[config.mk]
export PLATFORM = sky130hd
export DESIGN_NAME = crc_checked_frame_deframer
export DESIGN_NICKNAME = d
export VERILOG_FILES = /design/src/hdl/ccfd_pkg.sv /design/src/hdl/crc_checked_frame_deframer.sv
export SDC_FILE = /design/constraint.sdc
export NUM_CORES = 1
export LEC_CHECK = 0
export BUFFER_PORTS_ARGS = -buffer_cell sky130_fd_sc_hd__buf_4
export CORE_UTILIZATION = 55
export CTS_BUF_LIST = sky130_fd_sc_hd__clkbuf_4 sky130_fd_sc_hd__clkbuf_8
export DETAILED_ROUTE_END_ITERATION = 10
export PLACE_DENSITY = 0.71
export SYNTH_ARGS = -nofsm -noshare
export SYNTH_HDL_FRONTEND = slang
export SYNTH_SLANG_ARGS = --single-unit
[constraint.sdc]
create_clock -name clk -period 10.3 [get_ports clk]
set_input_delay 0.515 -clock clk [delete_from_list [all_inputs] [get_ports clk]]
set_output_delay 0.515 -clock clk [all_outputs]
set_load 0.1 [all_outputs]
[src/hdl/ccfd_pkg.sv]
// Package for the CRC-checked frame deframer: phase type, status codes,
// framing constants and the byte-wide CRC-8 / CRC-16 update functions.
// No dependencies.
package ccfd_pkg;

    typedef enum logic [5:0] {
        PH_HUNT  = 6'b000001,
        PH_HEAD  = 6'b000010,
        PH_CMD   = 6'b000100,
        PH_PAY   = 6'b001000,
        PH_CRCLO = 6'b010000,
        PH_CRCHI = 6'b100000
    } phase_t;

    localparam logic [2:0] ST_PAYLOAD = 3'd0;
    localparam logic [2:0] ST_GOOD    = 3'd1;
    localparam logic [2:0] ST_BAD16   = 3'd2;
    localparam logic [2:0] ST_BAD8    = 3'd3;
    localparam logic [2:0] ST_TOOLONG = 3'd4;

    localparam logic [7:0]  SOF_BYTE        = 8'hA5;
    localparam logic [7:0]  CRC8_SEED       = 8'hFF;
    localparam logic [15:0] CRC16_SEED      = 16'hFFFF;
    localparam logic [7:0]  CRC8_POLY_REV   = 8'h8C;
    localparam logic [15:0] CRC16_POLY_REV  = 16'h8408;
    localparam logic [15:0] MAX_LEN_RESET   = 16'd512;
    localparam logic [15:0] HEADER_CRC_POS  = 16'd4;

    function automatic logic [7:0] crc8_byte(input logic [7:0] crc, input logic [7:0] b);
        logic [7:0] c;
        c = crc ^ b;
        for (int i = 0; i < 8; i++)
        begin
            c = c[0] ? ((c >> 1) ^ CRC8_POLY_REV) : (c >> 1);
        end
        return c;
    endfunction

    function automatic logic [15:0] crc16_byte(input logic [15:0] crc, input logic [7:0] b);
        logic [15:0] c;
        c = crc ^ {8'h00, b};
        for (int i = 0; i < 8; i++)
        begin
            c = c[0] ? ((c >> 1) ^ CRC16_POLY_REV) : (c >> 1);
        end
        return c;
    endfunction

endpackage

[src/hdl/crc_checked_frame_deframer.sv]
// Top level of the CRC-checked frame deframer: byte input register, framing
// state machine with CRC-8/CRC-16 update, and the result register.
// Depends on ccfd_pkg.
//
//  channel  | dir | handshake         | payload
//  ---------+-----+-------------------+------------------------------------------
//  s_*      | in  | s_tvalid/s_tready | s_tdata: rx_byte
//  m_*      | out | m_tvalid/m_tready | m_tuser: status; m_tdata: command_id,
//           |     |                   |   sequence_res, payload_byte, payload_index
//  cfg_*    | in  | cfg_we            | cfg_wdata: max_payload_len
//
// One byte per cycle sustained while the output is not stalled: a byte is
// held in the input register, then the state machine and both CRC registers
// update and any result loads into the output register.
// rst_n clears the state to hunting and the length limit to 512.
// A stalled output holds its transaction; the input register keeps taking
// bytes while the output is free or being drained in the same cycle.
module crc_checked_frame_deframer
    import ccfd_pkg::*;
(
    input  logic        clk,
    input  logic        rst_n,
    input  logic        s_tvalid,
    output logic        s_tready,
    input  logic [7:0]  s_tdata,     // [7:0] rx_byte
    output logic        m_tvalid,
    input  logic        m_tready,
    output logic [2:0]  m_tuser,     // [2:0] status
    output logic [47:0] m_tdata,     // [15:0] command_id, [23:16] sequence_res,
                                     // [31:24] payload_byte, [47:32] payload_index
    input  logic        cfg_we,
    input  logic [15:0] cfg_wdata
);

    logic        in_valid_reg;
    logic [7:0]  in_byte_reg;
    logic        advance;

    phase_t      phase_reg,       phase_next;
    logic [15:0] byte_count_reg,  byte_count_next;
    logic [15:0] length_reg,      length_next;
    logic [7:0]  crc8_reg,        crc8_next;
    logic [15:0] crc16_reg,       crc16_next;
    logic [15:0] command_reg,     command_next;
    logic [7:0]  sequence_reg,    sequence_next;
    logic [7:0]  crc_low_reg,     crc_low_next;
    logic [15:0] max_len_reg;

    logic [7:0]  crc8_upd;
    logic [15:0] crc16_upd;
    logic [15:0] count_inc;

    logic        res_valid;
    logic [2:0]  res_status;
    logic [15:0] res_command;
    logic [7:0]  res_byte;
    logic [15:0] res_index;

    logic        out_valid_reg;
    logic [2:0]  out_status_reg;
    logic [47:0] out_data_reg;

    assign advance  = in_valid_reg && (!out_valid_reg || m_tready);
    assign s_tready = !in_valid_reg || advance;

    assign crc8_upd  = crc8_byte(crc8_reg, in_byte_reg);
    assign crc16_upd = crc16_byte(crc16_reg, in_byte_reg);
    assign count_inc = byte_count_reg + 16'd1;

    always_comb
    begin
        phase_next      = phase_reg;
        byte_count_next = byte_count_reg;
        length_next     = length_reg;
        crc8_next       = crc8_reg;
        crc16_next      = crc16_reg;
        command_next    = command_reg;
        sequence_next   = sequence_reg;
        crc_low_next    = crc_low_reg;
        res_valid       = 1'b0;
        res_status      = ST_PAYLOAD;
        res_command     = 16'h0000;
        res_byte        = 8'h00;
        res_index       = length_reg;
        unique case (phase_reg)
            PH_HEAD:
            begin
                if (byte_count_reg < HEADER_CRC_POS)
                begin
                    if (byte_count_reg == 16'd1)
                    begin
                        length_next = {8'h00, in_byte_reg};
                    end
                    else if (byte_count_reg == 16'd2)
                    begin
                        length_next = {in_byte_reg, length_reg[7:0]};
                    end
                    else
                    begin
                        sequence_next = in_byte_reg;
                    end
                    crc8_next       = crc8_upd;
                    crc16_next      = crc16_upd;
                    byte_count_next = count_inc;
                end
                else
                begin
                    phase_next      = PH_HUNT;
                    byte_count_next = 16'h0000;
                    if (in_byte_reg != crc8_reg)
                    begin
                        res_valid  = 1'b1;
                        res_status = ST_BAD8;
                    end
                    else if (length_reg > max_len_reg)
                    begin
                        res_valid  = 1'b1;
                        res_status = ST_TOOLONG;
                    end
                    else
                    begin
                        crc16_next = crc16_upd;
                        phase_next = PH_CMD;
                    end
                end
            end
            PH_CMD:
            begin
                crc16_next = crc16_upd;
                if (byte_count_reg == 16'h0000)
                begin
                    command_next    = {8'h00, in_byte_reg};
                    byte_count_next = 16'd1;
                end
                else
                begin
                    command_next    = {in_byte_reg, command_reg[7:0]};
                    byte_count_next = 16'h0000;
                    phase_next      = (length_reg == 16'h0000) ? PH_CRCLO : PH_PAY;
                end
            end
            PH_PAY:
            begin
                crc16_next = crc16_upd;
                if (count_inc >= length_reg)
                begin
                    byte_count_next = 16'h0000;
                    phase_next      = PH_CRCLO;
                end
                else
                begin
                    byte_count_next = count_inc;
                end
                res_valid   = 1'b1;
                res_status  = ST_PAYLOAD;
                res_command = command_reg;
                res_byte    = in_byte_reg;
                res_index   = byte_count_reg;
            end
            PH_CRCLO:
            begin
                crc_low_next = in_byte_reg;
                phase_next   = PH_CRCHI;
            end
            PH_CRCHI:
            begin
                phase_next      = PH_HUNT;
                byte_count_next = 16'h0000;
                res_valid       = 1'b1;
                res_command     = command_reg;
                if (crc_low_reg == crc16_reg[7:0] && in_byte_reg == crc16_reg[15:8])
                begin
                    res_status = ST_GOOD;
                end
                else
                begin
                    res_status = ST_BAD16;
                end
            end
            default:
            begin
                phase_next = PH_HUNT;
                if (in_byte_reg == SOF_BYTE)
                begin
                    crc8_next       = crc8_byte(CRC8_SEED, in_byte_reg);
                    crc16_next      = crc16_byte(CRC16_SEED, in_byte_reg);
                    byte_count_next = 16'd1;
                    length_next     = 16'h0000;
                    command_next    = 16'h0000;
                    phase_next      = PH_HEAD;
                end
            end
        endcase
    end

    always_ff @(posedge clk or negedge rst_n)
    begin
        if (!rst_n)
        begin
            in_valid_reg   <= 1'b0;
            out_valid_reg  <= 1'b0;
            phase_reg      <= PH_HUNT;
            byte_count_reg <= 16'h0000;
            length_reg     <= 16'h0000;
            crc8_reg       <= CRC8_SEED;
            crc16_reg      <= CRC16_SEED;
            command_reg    <= 16'h0000;
            sequence_reg   <= 8'h00;
            crc_low_reg    <= 8'h00;
            max_len_reg    <= MAX_LEN_RESET;
        end
        else
        begin
            if (cfg_we)
            begin
                max_len_reg <= cfg_wdata;
            end
            if (s_tready)
            begin
                in_valid_reg <= s_tvalid;
            end
            if (advance)
            begin
                phase_reg      <= phase_next;
                byte_count_reg <= byte_count_next;
                length_reg     <= length_next;
                crc8_reg       <= crc8_next;
                crc16_reg      <= crc16_next;
                command_reg    <= command_next;
                sequence_reg   <= sequence_next;
                crc_low_reg    <= crc_low_next;
            end
            if (advance && res_valid)
            begin
                out_valid_reg <= 1'b1;
            end
            else if (m_tready)
            begin
                out_valid_reg <= 1'b0;
            end
        end
    end

    // hold the byte and the result payloads
    always_ff @(posedge clk)
    begin
        if (s_tready && s_tvalid)
        begin
            in_byte_reg <= s_tdata;
        end
        if (advance && res_valid)
        begin
            out_status_reg <= res_status;
            out_data_reg   <= {res_index, res_byte, sequence_reg, res_command};
        end
    end

    assign m_tvalid = out_valid_reg;
    assign m_tuser  = out_status_reg;
    assign m_tdata  = out_data_reg;

endmodule

=== Word level (Yosys, flattened, before mapping) ===
Cells that the tools add are included.

* Register bits after elaboration: 171
* Input bits: 29
* Word-level logic and storage cells: 186

* $add $sub $neg: 1
* Order comparisons: 3
* Equal/unequal tests: 20
* Multiplexer cells: 72
* Bitwise logic cells: 42
* Reductions and logical operators: 30

{| class="wikitable"
|+ Operators with widths
! operator !! number
|-
| 16-bit 2-to-1 mux || 29
|-
| 8-bit 2-to-1 mux || 18
|-
| 2-bit NOT with 3-bit output || 32
|-
| 16-bit one-hot mux with 5 select lines || 1
|-
| 16-bit one-hot mux with 2 select lines || 2
|-
| 16-bit one-hot mux with 3 select lines || 1
|-
| 16-bit zero test || 2
|-
| 6-bit one-hot mux with 5 select lines || 1
|-
| 5-bit AND reduction || 4
|-
| 6-bit 2-to-1 mux || 3
|-
| 16-bit by 1-bit adder with 16-bit output, second input constant || 1
|-
| 16-bit by 1-bit equality test with 1-bit output, second input constant || 1
|-
| 16-bit by 2-bit equality test with 1-bit output, second input constant || 1
|-
| 8-bit equality test || 2
|-
| 16-bit >= comparator || 1
|-
| 16-bit > comparator || 1
|-
| 16-bit by 3-bit less-than comparator with 1-bit output, second input constant || 1
|-
| 8-bit NOT with 16-bit output || 1
|-
| 8-bit one-hot mux with 2 select lines || 1
|-
| 16-bit by 8-bit XOR with 16-bit output || 1
|-
| 3-bit 2-to-1 mux || 5
|-
| 2-bit != test, second input constant || 6
|-
| 4-bit AND reduction || 3
|-
| 3-bit != test, second input constant || 3
|-
| other kinds (25) || 47
|}

=== Longest topological paths before layout ===
Gate-level depths: netlist (run 1).

* Depth after elaboration: 21
* Mapped depth: 14
* Gate-level depth less buffers: 12

=== Worst setup path before layout (run 1) ===
No wires, ideal clock.

* Kind: register to register
* Start: register byte_count_reg[0]
* End: register out_data_reg[0] (netlist: m_tdata[0]) (enable)
* Setup time: 0.536 ns
* Arrival: 7.018 ns
* Data required time: 9.764 ns
* Setup slack: 2.746 ns
* Cell stages (with the launch flop): 13
* Period minus slack after synthesis: 7.554 ns
* Path through: dfrtp_1 ha_1 nand4_1 nor3_1 nand3_1 xnor2_1 ha_1 nand4_1 or3_1 a221oi_2 nor3_4 or4_1 o31ai_1

* Longest elaborated chain between the ends: 4

{| class="wikitable"
|+ Ends and longest elaborated chain
! item !! RTL line !! source
|-
| from (decl) || crc_checked_frame_deframer.sv:40 || <nowiki>logic [15:0] byte_count_reg, byte_count_next;</nowiki>
|-
| from (signal assigned) || crc_checked_frame_deframer.sv:225 || <nowiki>byte_count_reg <= byte_count_next;</nowiki>
|-
| 16-bit by 3-bit less-than comparator with 1-bit output || crc_checked_frame_deframer.sv:88 || <nowiki>if (byte_count_reg < HEADER_CRC_POS)</nowiki>
|-
| 1-bit 2-to-1 mux || crc_checked_frame_deframer.sv:88 ||
|-
| 1-bit one-hot mux with 2 select lines || crc_checked_frame_deframer.sv:85 || <nowiki>unique case (phase_reg)</nowiki>
|-
| 1-bit logical AND || crc_checked_frame_deframer.sv:251 || <nowiki>if (advance && res_valid)</nowiki>
|-
| to (signal assigned) || crc_checked_frame_deframer.sv:254 || <nowiki>out_data_reg <= {res_index, res_byte, sequence_reg, res_command};</nowiki>
|-
| to (decl) || crc_checked_frame_deframer.sv:61 || <nowiki>logic [47:0] out_data_reg;</nowiki>
|}

Every way passes these cells.
A chain may end at the register's enable or synchronous reset.

=== Final worst setup path (run 1) ===
* Start: register byte_count_reg[1]
* End: register out_data_reg[5] (netlist: m_tdata[5]) (enable)

Same word-level chain as after synthesis.

==> results.md, run 1 <==
Global routing:
- The largest net degree at the start of global routing is 68.
- The number of global-route vias before repair came to 6,442.
- The first global-routing pass estimated 33.9 mm of wire.
- The total routing usage reported by global routing is 0.266.
- The number of antenna violations at the first check in global routing is 0.
- After global routing the overflow that remains totals 0.

Timing:
- Adding up every negative setup slack in the final design gives 0 ps.
- The final hold slack is 39.4 ps.
- At the pin with the least slew margin, the transition time is 1110 ps.
- The worst slew margin relative to its limit is 0.254.
- Dividing the final minimum period by the clock period gives 0.538.
- The max-slew violation total from the final report is 0.
- The clock arrives with 18.1 ps of skew.
- The number of endpoints with negative hold slack in the final report is 0.
- Setup repair after global routing left no endpoint under its margin.
- Static timing analysis puts the maximum clock frequency at 180 MHz.
- The shortest clock period the worst path allows after layout is 5540 ps.
- The setup-violating endpoint count in the final report is 0.

Synthesis:
- The number of enable-type register cells in the synthesized netlist is 59.
- Yosys instantiated no cell more often than sky130_fd_sc_hd__nand2_1.
- The count of distinct cell types in the synthesized netlist is 68.
- After synthesis, the share of cell area in mux cells is 0.0472.
- The compound-gate portion of the synthesized area is 0.110.
- The number of synthesized register bits is 171.
- The area share of fa/ha/maj cells after synthesis is 0.0495.
- In the synthesized netlist the async set-or-reset flop fraction comes to 0.655.
- By area the synthesized netlist is led by sky130_fd_sc_hd__dfrtp_1, sky130_fd_sc_hd__edfxtp_1, sky130_fd_sc_hd__dfstp_2.
- The biggest area consumer among synthesized cells is sky130_fd_sc_hd__dfrtp_1.
- Of the total synthesized cell area, the portion taken by XOR and XNOR cells is 0.0940.
- Synthesis handed over a netlist of 860 instances.
- After synthesis, the largest family of logic cells by area is simple AND/OR/NAND/NOR gates.
- The number of warnings issued by yosys is 0.
- The share of the Yosys chip area taken by registers is 0.507.
- Of the total synthesized cell area, the portion taken by AND, OR, NAND and NOR gates is 0.144.
- Among all flip-flop cells after synthesis, the most frequent one is sky130_fd_sc_hd__dfrtp_1.
- The synthesized netlist net count is 925.
- The average instance area after synthesis is 10.6 µm².
- Of the post-synthesis cell area, the dominant cell type holds 0.237.
- By count the netlist is led by sky130_fd_sc_hd__nand2_1, sky130_fd_sc_hd__dfrtp_1, sky130_fd_sc_hd__o21ai_0.
- The cell area after technology mapping is 9090 µm².

Clocking:
- The clock sink count is 171.
- The number of setup buffers added after CTS is 0.
- Post-CTS repair changed the size of 0 cells.
- The cell sitting at the root of the clock tree is a sky130_fd_sc_hd__clkbuf_8.
- For the worst-skew pair, the clock arrives at the later sink with an insertion delay of 470 ps.
- After clock tree synthesis, the clock-pin slew on the worst setup and hold paths is 90 ps.
- The H-tree was split into 4 levels.
- The clock tree from TritonCTS is done.
- The hold buffer count at cts is 0.
- The number of buffers on the longest clock path is 2.
- Clock tree synthesis inserted a total of 17 buffers.

Pwr:
- Across the VDD grid, the largest voltage drop is 115 µV.
- The leakage power figure is 4.59 nW.
- For this design the ratio of total power to cell area is 128 nW/µm².

Placed design:
- The congestion estimate from routability-driven global placement came to 0.908.
- The detailed placer's ending HPWL is 15.1 mm.
- The number of buffer cells added on primary ports is 81.
- Once placement finished, the instance area stood at 9800 µm².

Drt:
- The first-iteration detailed-routing DRC count is 593.
- For this block, the routed nets add up to 21.2 mm of wire.
- The detailed-route wire length per cell is 18.5 µm.
- In the routed layout, each cell is associated on average with a via count of 5.68.
- The overall via count from detail_route is 6,481.
- The number of routed nets with antenna violations is 0.
- The DRC violations left is 0.
- The number of optimization iterations in the first detailed-route pass is 6.

Floorplanning:
- The floorplan has 46 rows.
- The die covers 17,100 µm².
- Measured along the y axis, the die boundary spans 131 µm.
- The starting density of the core is 0.568.
- In this run the horizontal extent of the chip is 131 µm.
- The number of top-level pins is 82.
- The area of the core is 16,000 µm².

Setup path:
- The critical setup path kind is flop to flop.
- For the worst setup path, the data required time is 10,400 ps.
- The worst setup path is captured at a flop.
- For the worst setup path, the data arrival time is 5640 ps.
- Along the worst path, the maximum fanout reaches 35.
- STA classifies the critical path startpoint as a flop.

Layout:
- The count of antenna diodes in the layout is 0.
- The design area is 10,200 µm².
- For this run, the share of the core covered by cells in the final layout is 0.636.
- The register with the most flip-flops in the layout has 48 of them.
- The number of nets in the layout is 978.
- The synthesis-to-layout area growth is 11.9%.
- The share of layout cells above drive strength 1 is 0.213.

Hold path:
- The tightest min-delay check is of the primary input to async pin type.

Flow run:
- The tool flagged a number of max-cap violations equal to 0.

Run status:
- The run finished with clean final reports.
==> power breakdown <==
group / leakage, nW / internal, W / total [W] / switching (W)
logic: 2.31 / 0.0000498 / 0.000106 / 0.0000566
clock network: 0.178 / 0.000198 / 0.000459 / 0.000261
registers: 2.11 / 0.000718 / 0.000737 / 0.0000185
==> cells in the final DEF (no fill, tap or decap), types with 3 or more instances in the layout <==
master and count:
sky130_fd_sc_hd__clkbuf_8 17, sky130_fd_sc_hd__nor3_1 9, sky130_fd_sc_hd__o21ai_0 60, sky130_fd_sc_hd__nor2_1 23, sky130_fd_sc_hd__o21a_1 3, sky130_fd_sc_hd__nand2_1 124
sky130_fd_sc_hd__nand4_1 14, sky130_fd_sc_hd__mux2_2 35, sky130_fd_sc_hd__inv_1 48, sky130_fd_sc_hd__inv_6 3, sky130_fd_sc_hd__a22o_1 19, sky130_fd_sc_hd__a21oi_1 13
sky130_fd_sc_hd__o211ai_1 18, sky130_fd_sc_hd__o2111ai_1 3, sky130_fd_sc_hd__dfrtp_1 86, sky130_fd_sc_hd__xor2_1 43, sky130_fd_sc_hd__and3_1 9, sky130_fd_sc_hd__a211oi_1 4
sky130_fd_sc_hd__xnor2_1 52, sky130_fd_sc_hd__edfxtp_1 59, sky130_fd_sc_hd__o21ai_1 5, sky130_fd_sc_hd__a21o_1 4, sky130_fd_sc_hd__ha_1 36, sky130_fd_sc_hd__clkinvlp_4 5
sky130_fd_sc_hd__nor4_1 11, sky130_fd_sc_hd__nand3_1 21, sky130_fd_sc_hd__buf_4 89, sky130_fd_sc_hd__or2_2 4, sky130_fd_sc_hd__nand2b_1 4, sky130_fd_sc_hd__and2_1 27
sky130_fd_sc_hd__dfstp_2 26
==> area by class of cell <==
class	count	area [µm²]
clock inverter	14	139
clock buffer	18	241
timing repair buffer	89	668
fill	1331	5820
tap	216	270
inverter	48	180
sequential	171	4610
multi-input combinational	586	4070
==> per-stage QoR <==
stage | setup WS [ps] | cells | power (W)
2_1_floorplan | 2750 | 860 | 0.000820
3_3_place_gp | 4920 | 1110 | 0.000853
3_5_place_dp | 4770 | 1110 | 0.000857
4_1_cts | 4730 | 1142 | 0.00131
5_1_grt | 4410 | 1142 | 0.00135
6_report | 4760 | 1142 | 0.00130
==> per-layer routing <==
metal | vias up | wire length [µm] | GRT usage
met5 | - | 0 | 0
met4 | 0 | 521 | 0.101
met3 | 44 | 847 | 0.0505
met2 | 176 | 10500 | 0.444
met1 | 3167 | 9310 | 0.346
li1 | 3094 | - | -
==> path summary, 6_finish.rpt <==
kind | from | to | slack [ps] | depth (start not counted)
worst min-delay path | rst_n | byte_count_reg[15] | 40 | 1
worst max register to register | byte_count_reg[1] | m_tdata[5] | 4760 | 14
worst min register to register | sequence_reg[2] | m_tdata[18] | 440 | 0
worst max-delay path | byte_count_reg[1] | m_tdata[5] | 4760 | 14
max in group asynchronous | rst_n | byte_count_reg[9] | 8960 | 2
min in group clk | s_tdata[7] | in_byte_reg[7] | 220 | 1
==> logic make-up after synthesis <==
kind of cell    count (synthesis)
mux                            38
compound gates                151
fa+ha+maj                      36
xor+xnor                       96
flops                         171
buf+inv                       103
simple gates                  265
==> worst max-delay path, cell delays in order (launching register included) <==
cell and delay [ps]:
sky130_fd_sc_hd__dfrtp_1 470, sky130_fd_sc_hd__ha_1 280, sky130_fd_sc_hd__nand4_1 170, sky130_fd_sc_hd__nor3_1 520, sky130_fd_sc_hd__nand3_1 250, sky130_fd_sc_hd__xnor2_1 180
sky130_fd_sc_hd__ha_1 290, sky130_fd_sc_hd__nand4_1 120, sky130_fd_sc_hd__or3_1 420, sky130_fd_sc_hd__a221oi_2 290, sky130_fd_sc_hd__nor3_4 70, sky130_fd_sc_hd__buf_4 210
sky130_fd_sc_hd__or4_1 620, sky130_fd_sc_hd__o31ai_4 700, sky130_fd_sc_hd__buf_4 570
Note: power is estimated with default switching activity, not from simulation.
==> run 2: changes to the inputs <==
PLACE_DENSITY = 0.74   (was 0.71)
clock period = 4.95 ns   (was 10.3 ns; I/O delays follow)
==> results.md, run 2 (synthesis results as in run 1) <==
Layout:
- The number of nets in the layout is 1,006.
- The commonest non-fill, non-tap cell in the layout is sky130_fd_sc_hd__nand2_1.
- The sequential cells in the finished layout cover a total of 4610 µm².
- The count of filler cells inserted in the layout is 1,289.
- Of the cells placed in the final design, the portion with a size suffix greater than 1 is 0.213.
- The footprint of the multi-input gates is 4080 µm².
- The count of antenna diodes in the layout is 0.
- The flip-flop count of the largest register, all copies and words added is 48.
- The synthesis-to-layout area growth is 15.5%.
- In the layout the commonest cells are sky130_fd_sc_hd__nand2_1, sky130_fd_sc_hd__buf_4, sky130_fd_sc_hd__dfrtp_1.
- After routing the design area is 10,500 µm².

Drt:
- The DRC violations left is 0.
- The first-iteration detailed-routing DRC count is 513.
- The detailed-route wire length per cell is 18.0 µm.
- In the routed layout, each cell is associated on average with a via count of 5.59.
- The number of optimization iterations in the first detailed-route pass is 5.
- The total wire length after detailed routing is 21.1 mm.
- The overall via count from detail_route is 6,542.
- The number of routed nets with antenna violations is 0.

Clocking:
- TritonCTS built the clock tree.
- TritonCTS created 17 clock buffers.
- In this run the clock root is driven by a sky130_fd_sc_hd__clkbuf_8.
- Clock-pin slew was measured on the worst setup and hold paths at 100 ps.
- The maximum level of the CTS H-tree is 4.
- The clock passes through at most 2 buffers.
- The quantity of gates resized following cts is 0.
- The worst-skew pair later-pin latency is 480 ps.
- The clock sink count is 171.

Pwr:
- The total power density per cell area is 265 nW/µm².
- The analysis attributes to net switching a power of 0.000742 W.
- IR analysis of the VDD net gives a maximum drop of 199 µV.
- The share of total power dissipated in sequential elements is 0.552.
- The internal power of the cells totals 0.00204 W.
- The share of total power consumed by net switching is 0.267.
- In this run the static leakage power is 4.73 nW.
- The share of total power dissipated in the clock network is 0.362.
- The share of total power dissipated in combinational logic is 0.086.

Global routing:
- The layer with the highest usage is met2.
- For met3 alone, demand over resource in global routing was 0.0480.
- The first-pass GRT wire length is 33.8 mm.
- The total routing usage reported by global routing is 0.266.
- The global routing met2 resource utilization is 0.434.
- The number of antenna violations at the first check in global routing came to 0.
- For met1 alone, demand over resource in global routing was 0.359.
- The number of global-route vias before repair is 6,446.
- The largest net degree at the start of global routing is 61.
- The leftover overflow at the end of global routing is 0.

Timing:
- The max-slew violation total from the final report is 0.
- The final hold slack is 124 ps.
- The setup-violating endpoint count in the final report is 0.
- The worst-margin pin slew is 1060 ps.
- Setup total negative slack on the finished layout was measured at 0 ps.
- Dividing the final minimum period by the clock period gives 0.888.
- The clock skew is 15.0 ps.
- The slack of the critical path is 556 ps.
- The worst slew margin relative to its limit is 0.286.
- The number of endpoints with negative hold slack in the final report came to 0.
- Setup repair after global routing left no endpoint under its margin.
- The achievable clock frequency is 228 MHz.
- After layout, the minimum clock period comes to 4390 ps.

Placed design:
- Port buffering added 81 buffers.
- The total cell area at the placement stage is 9830 µm².
- The post-placement worst setup slack is 623 ps.
- The congestion estimate from routability-driven global placement came to 0.898.
- After legalization and detailed placement, the total HPWL measured 14.2 mm.

Setup path:
- Data on the critical path is required at its endpoint by 5110 ps.
- The worst setup path is launched from a flop.
- STA puts the critical path data arrival time at 4560 ps.
- The worst setup path is of the flop to flop kind.
- The biggest fanout along the worst timing path is 17.
- The worst setup path is captured at a flop.

Floorplanning:
- The starting density of the core is 0.568.
- The horizontal extent of the die is 131 µm.
- The die is 131 µm tall.
- The number of top-level pins is 82.
- The die footprint is 17,100 µm².
- The initialized floorplan defines 46 standard-cell rows.
- The core region is 16,000 µm².

Hold path:
- The worst min-delay path class is primary input to flop.

Flow run:
- The max capacitance violation total is 0.

Run status:
- The flow ran to the end, and the final reports show no timing, DRC or antenna violations.
==> run 2: worst max-delay path: stages (launching register included) <==
cell and delay (ps):
sky130_fd_sc_hd__dfrtp_1 490, sky130_fd_sc_hd__ha_2 270, sky130_fd_sc_hd__nand4_1 180, sky130_fd_sc_hd__nor3_2 400
sky130_fd_sc_hd__nand3_1 220, sky130_fd_sc_hd__xnor2_1 170, sky130_fd_sc_hd__ha_1 290, sky130_fd_sc_hd__nand4_1 130
sky130_fd_sc_hd__or3_1 410, sky130_fd_sc_hd__a221oi_2 270, sky130_fd_sc_hd__nor3_4 70, sky130_fd_sc_hd__or4_4 560
sky130_fd_sc_hd__o31ai_4 300, sky130_fd_sc_hd__buf_4 310
==> run 2: per-layer routing <==
| metal | share of wire | wire [µm] | vias to the layer above |
|---|---|---|---|
| li1 | - | - | 3154 |
| met2 | 0.49 | 10400 | 173 |
| met3 | 0.040 | 842 | 30 |
| met5 | 0 | 0 | - |
| met1 | 0.45 | 9540 | 3185 |
| met4 | 0.015 | 326 | 0 |
==> run 2: worst paths after layout <==
check | slack [ps] | start | cells after the start | endpoint
min reg2reg | 450 | sequence_reg[7] | 0 | m_tdata[23]
max reg2reg | 560 | byte_count_reg[0] | 13 | m_tdata[1]
min in group asynchronous | 400 | rst_n | 2 | command_reg[6]
max in group asynchronous | 3360 | rst_n | 3 | length_reg[3]
min | 120 | cfg_we | 3 | max_len_reg[9]
max | 560 | byte_count_reg[0] | 13 | m_tdata[1]
==> run 2: final cells by class <==
cell class / count / area share
clock buffer: 17 / 0.0223
clock inverter: 15 / 0.0166
timing repair buffer: 117 / 0.0910
tap: 216 / 0.0257
sequential: 171 / 0.439
multi-input combinational: 586 / 0.389
inverter: 48 / 0.0172
==> run 2: what timing repair did <==
item                      in CTS  in global routing
hold endpoints to repair      66                  0
hold buffers                  26                  0
setup buffers                  0                  0
==> run 2: power by group through the flow <==
stage               clock network (W)  logic [W]  registers [W]
CTS                           0.00102   0.000239        0.00153
finish                        0.00101   0.000239        0.00153
detailed placement                  0   0.000220        0.00156
global placement                    0   0.000215        0.00156
global route                  0.00108   0.000266        0.00154
floorplan                           0   0.000170        0.00154
==> run 2: metrics by stage <==
stage               std cells  power [W]   util
floorplan                 860    0.00171      -
global route             1170    0.00288  0.656
detailed placement       1112    0.00178  0.615
CTS                      1170    0.00279  0.656
global placement         1112    0.00178  0.615
finish                   1170    0.00278  0.656
==> run 3: changes to the inputs <==
CORE_UTILIZATION = 40   (was 55)
PLACE_DENSITY = 0.56   (was 0.74)
SETUP_SLACK_MARGIN = 0.4   (was default)
==> results.md, run 3 (synthesis results as in run 1) <==
Run status:
- The flow ran to the end, but the final reports show violations.
- The final reports fail on DRC.

Timing:
- The number of endpoints with negative hold slack in the final report was 0.
- The setup-violating endpoint count in the final report is 0.
- The shortest clock period the worst path allows after layout is 4330 ps.
- Setup repair after global routing left no endpoint under its margin.
- The worst-margin pin slew is 1100 ps.
- The clock skew is 14.7 ps.
- The setup TNS after final layout is 0 ps.
- The max-slew violation total from the final report is 0.
- Dividing the final minimum period by the clock period gives 0.875.
- The worst pin sits at a relative slew slack of 0.260.
- The final hold slack is 132 ps.
- The achievable clock frequency is 231 MHz.

Global routing:
- The total routing usage reported by global routing is 0.203.
- The largest net degree at the start of global routing is 68.
- Global routing finished with a remaining overflow of 0.
- The first global-routing pass estimated 36.6 mm of wire.
- The number of global-route vias before repair is 6,546.
- The number of antenna violations at the first check in global routing is 0.

Drt:
- In the routed design, unresolved DRC markers number 1.
- The number of routed nets with antenna violations is 0.
- In the final routed layout, each cell accounts on average for 18.4 µm.
- Detailed routing inserted a total of 6,488 vias.
- The first-iteration detailed-routing DRC count is 369.
- The via-per-instance ratio is 5.25.
- The number of optimization iterations in the first detailed-route pass is 10.
- Summed over all layers, the routed wires come to 22.7 mm.

Layout:
- The count of antenna diodes in the layout is 0.
- The commonest non-fill, non-tap cell in the layout is sky130_fd_sc_hd__nand2_1.
- In the final layout, the multi-input gates occupy 4110 µm².
- In the layout the commonest cells are sky130_fd_sc_hd__nand2_1, sky130_fd_sc_hd__buf_4, sky130_fd_sc_hd__dfrtp_1.
- Measured on the finished design, the core utilization comes to 0.482.
- At the end of the flow, the number of nets in the layout was 1,008.
- Across the whole layout, storage elements account for 4610 µm².
- The area growth from synthesis to layout is 16.9%.
- The number of non-filler instances in the completed layout is 1,236.
- Counting the fill cells in the layout gives 2,073.
- The share of layout cells above drive strength 1 is 0.219.
- The register with the most flip-flops in the layout has 48 of them.

Placed design:
- In this run the tool buffered the top-level ports with 81 buffer cells.
- Summed over all nets, the half-perimeter wirelength after detailed placement is 15.5 mm.
- At the end of routability-driven placement, the weighted congestion stood at 0.902.
- The placed instance count is 1,178.

Setup path:
- The critical register-to-register path endpoint is m_tuser[1].
- Walking the worst path, the cells encountered are ha_2 -> nand4_1 -> nor3_2 -> nand3_1 -> xnor2_1 -> ha_1 -> nand4_1 -> or3_1 -> a221oi_2 -> nor3_4 -> or4_4 -> o31ai_4 -> buf_6.
- Of all nets on the critical path, the largest fanout is 34.
- STA classifies the critical path endpoint as a flop.
- The critical path in this run is classified as flop to flop.
- The register-to-register path setup slack is 620 ps.
- The largest stage delay on the critical path is 480 ps.
- The depth of the worst register-to-register path is 13.
- The data required time at the worst endpoint is 5070 ps.
- Data arrives at the worst endpoint at 4450 ps.
- In this run the critical register-to-register path is launched from byte_count_reg[0].
- The cell type of the slowest stage on the worst timing path is sky130_fd_sc_hd__dfrtp_1.
- The cell occurring most often along the worst timing path is sky130_fd_sc_hd__nand4_1.
- The type of element launching the critical path is a flop.

Pwr:
- Power spread over the standard cell area amounts to 265 nW/µm².
- The worst voltage drop across the vdd grid is 148 µV.
- The analysis attributes to cell leakage a power of 4.75 nW.

Clocking:
- The H-tree was split into 4 levels.
- No sink is reached through more buffers than the 2 on the longest clock path.
- For the worst-skew pair, the clock arrives at the later sink with an insertion delay of 450 ps.
- After clock tree synthesis, the setup repair step added 0 buffers.
- Clock-pin slew was measured on the worst setup and hold paths at 100 ps.
- CTS saw 171 sinks.
- The number of clock buffers added by TritonCTS is 17.
- The root buffer cell is sky130_fd_sc_hd__clkbuf_8.
- TritonCTS built the clock tree.

Hold path:
- The tightest min-delay check is of the primary input to flop type.
- The startpoint of the most critical hold path is cfg_we.
- The number of cells traversed by the worst hold path is 3.
- The sink of the worst hold path is max_len_reg[9].

Floorplanning:
- The core region is 22,000 µm².
- 82 I/O pins were placed.
- For this configuration, the core starts out at a cell density of 0.413.
- The height of the die is 153 µm.
- The floorplan step defined a die boundary enclosing 23,300 µm².
- The horizontal extent of the die is 153 µm.
- The number of rows created at floorplan is 54.

Flow run:
- The tool flagged a number of max-cap violations equal to 0.
[run 3: cell count changes in the layout (fill, tap and decap cells not counted), moves of 2 or more]
cell                       delta
sky130_fd_sc_hd__or2_4        +2
sky130_fd_sc_hd__or2_2        -2
sky130_fd_sc_hd__clkinv_4     +2
sky130_fd_sc_hd__buf_4        +2
sky130_fd_sc_hd__inv_8        -3
[run 3: what timing repair did]
| action | 4_1_cts | 5_1_grt |
|---|---|---|
| setup endpoints to repair | 0 | 34 |
| resized for setup | 0 | 1 |
| hold buffers | 25 | 1 |
| hold endpoints to repair | 78 | 1 |
[run 3: final cells by class]
type                    count  area share
multi-input cells         586       0.387
inverters                  48      0.0170
well taps                 280      0.0330
clock buffers              19      0.0240
clock inverters            13      0.0151
flip-flops and latches    171       0.434
repair buffers            119      0.0905
[run 3: how the worst max path moves through the flow]
stage                 startpoint          end  cells after the start
2_1_floorplan  byte_count_reg[0]   m_tdata[0]                     12
3_3_place_gp   byte_count_reg[0]   m_tuser[0]                     13
3_5_place_dp   byte_count_reg[1]   m_tuser[0]                     13
4_1_cts        byte_count_reg[0]   m_tuser[1]                     13
5_1_grt        byte_count_reg[0]  m_tdata[28]                     13
6_report       byte_count_reg[0]   m_tuser[1]                     13
[run 3: worst max-delay path: cells and delay by family, from the launching register on]
kind            cells  cell delay, ps
simple gates        7            1870
fa+ha+maj           2             560
compound gates      2             520
flops               1             480
buf+inv             1             340
xor+xnor            1             180
[run 3: per-layer routing]
metal | wire length, µm | GRT usage | part of all wire | vias up
li1 | - | - | - | 3155
met1 | 10900 | 0.282 | 0.48 | 3167
met2 | 10600 | 0.326 | 0.47 | 141
met3 | 763 | 0.0301 | 0.034 | 25
met4 | 390 | 0.0635 | 0.017 | 0
met5 | 0 | 0 | 0 | -
[run 3: report_power, final]
part           leakage [nW]  internal [W]  switching (W)  total (W)
clock network         0.205      0.000482       0.000560    0.00104
registers              2.11       0.00149      0.0000327    0.00153
logic                  2.44      0.000119       0.000128   0.000246
total                  4.75       0.00209       0.000720    0.00281
[run 3: through the flow]
| step | instance area [µm²] | setup WS, ps | power, W |
|---|---|---|---|
| final | 10600 | 620 | 0.00281 |
| after global routing | 10600 | 404 | 0.00293 |
| after CTS | 10600 | 483 | 0.00285 |
| after detailed placement | 9950 | 535 | 0.00179 |
| after global placement | 9950 | 652 | 0.00178 |
| after floorplan | 9150 | 250 | 0.00171 |
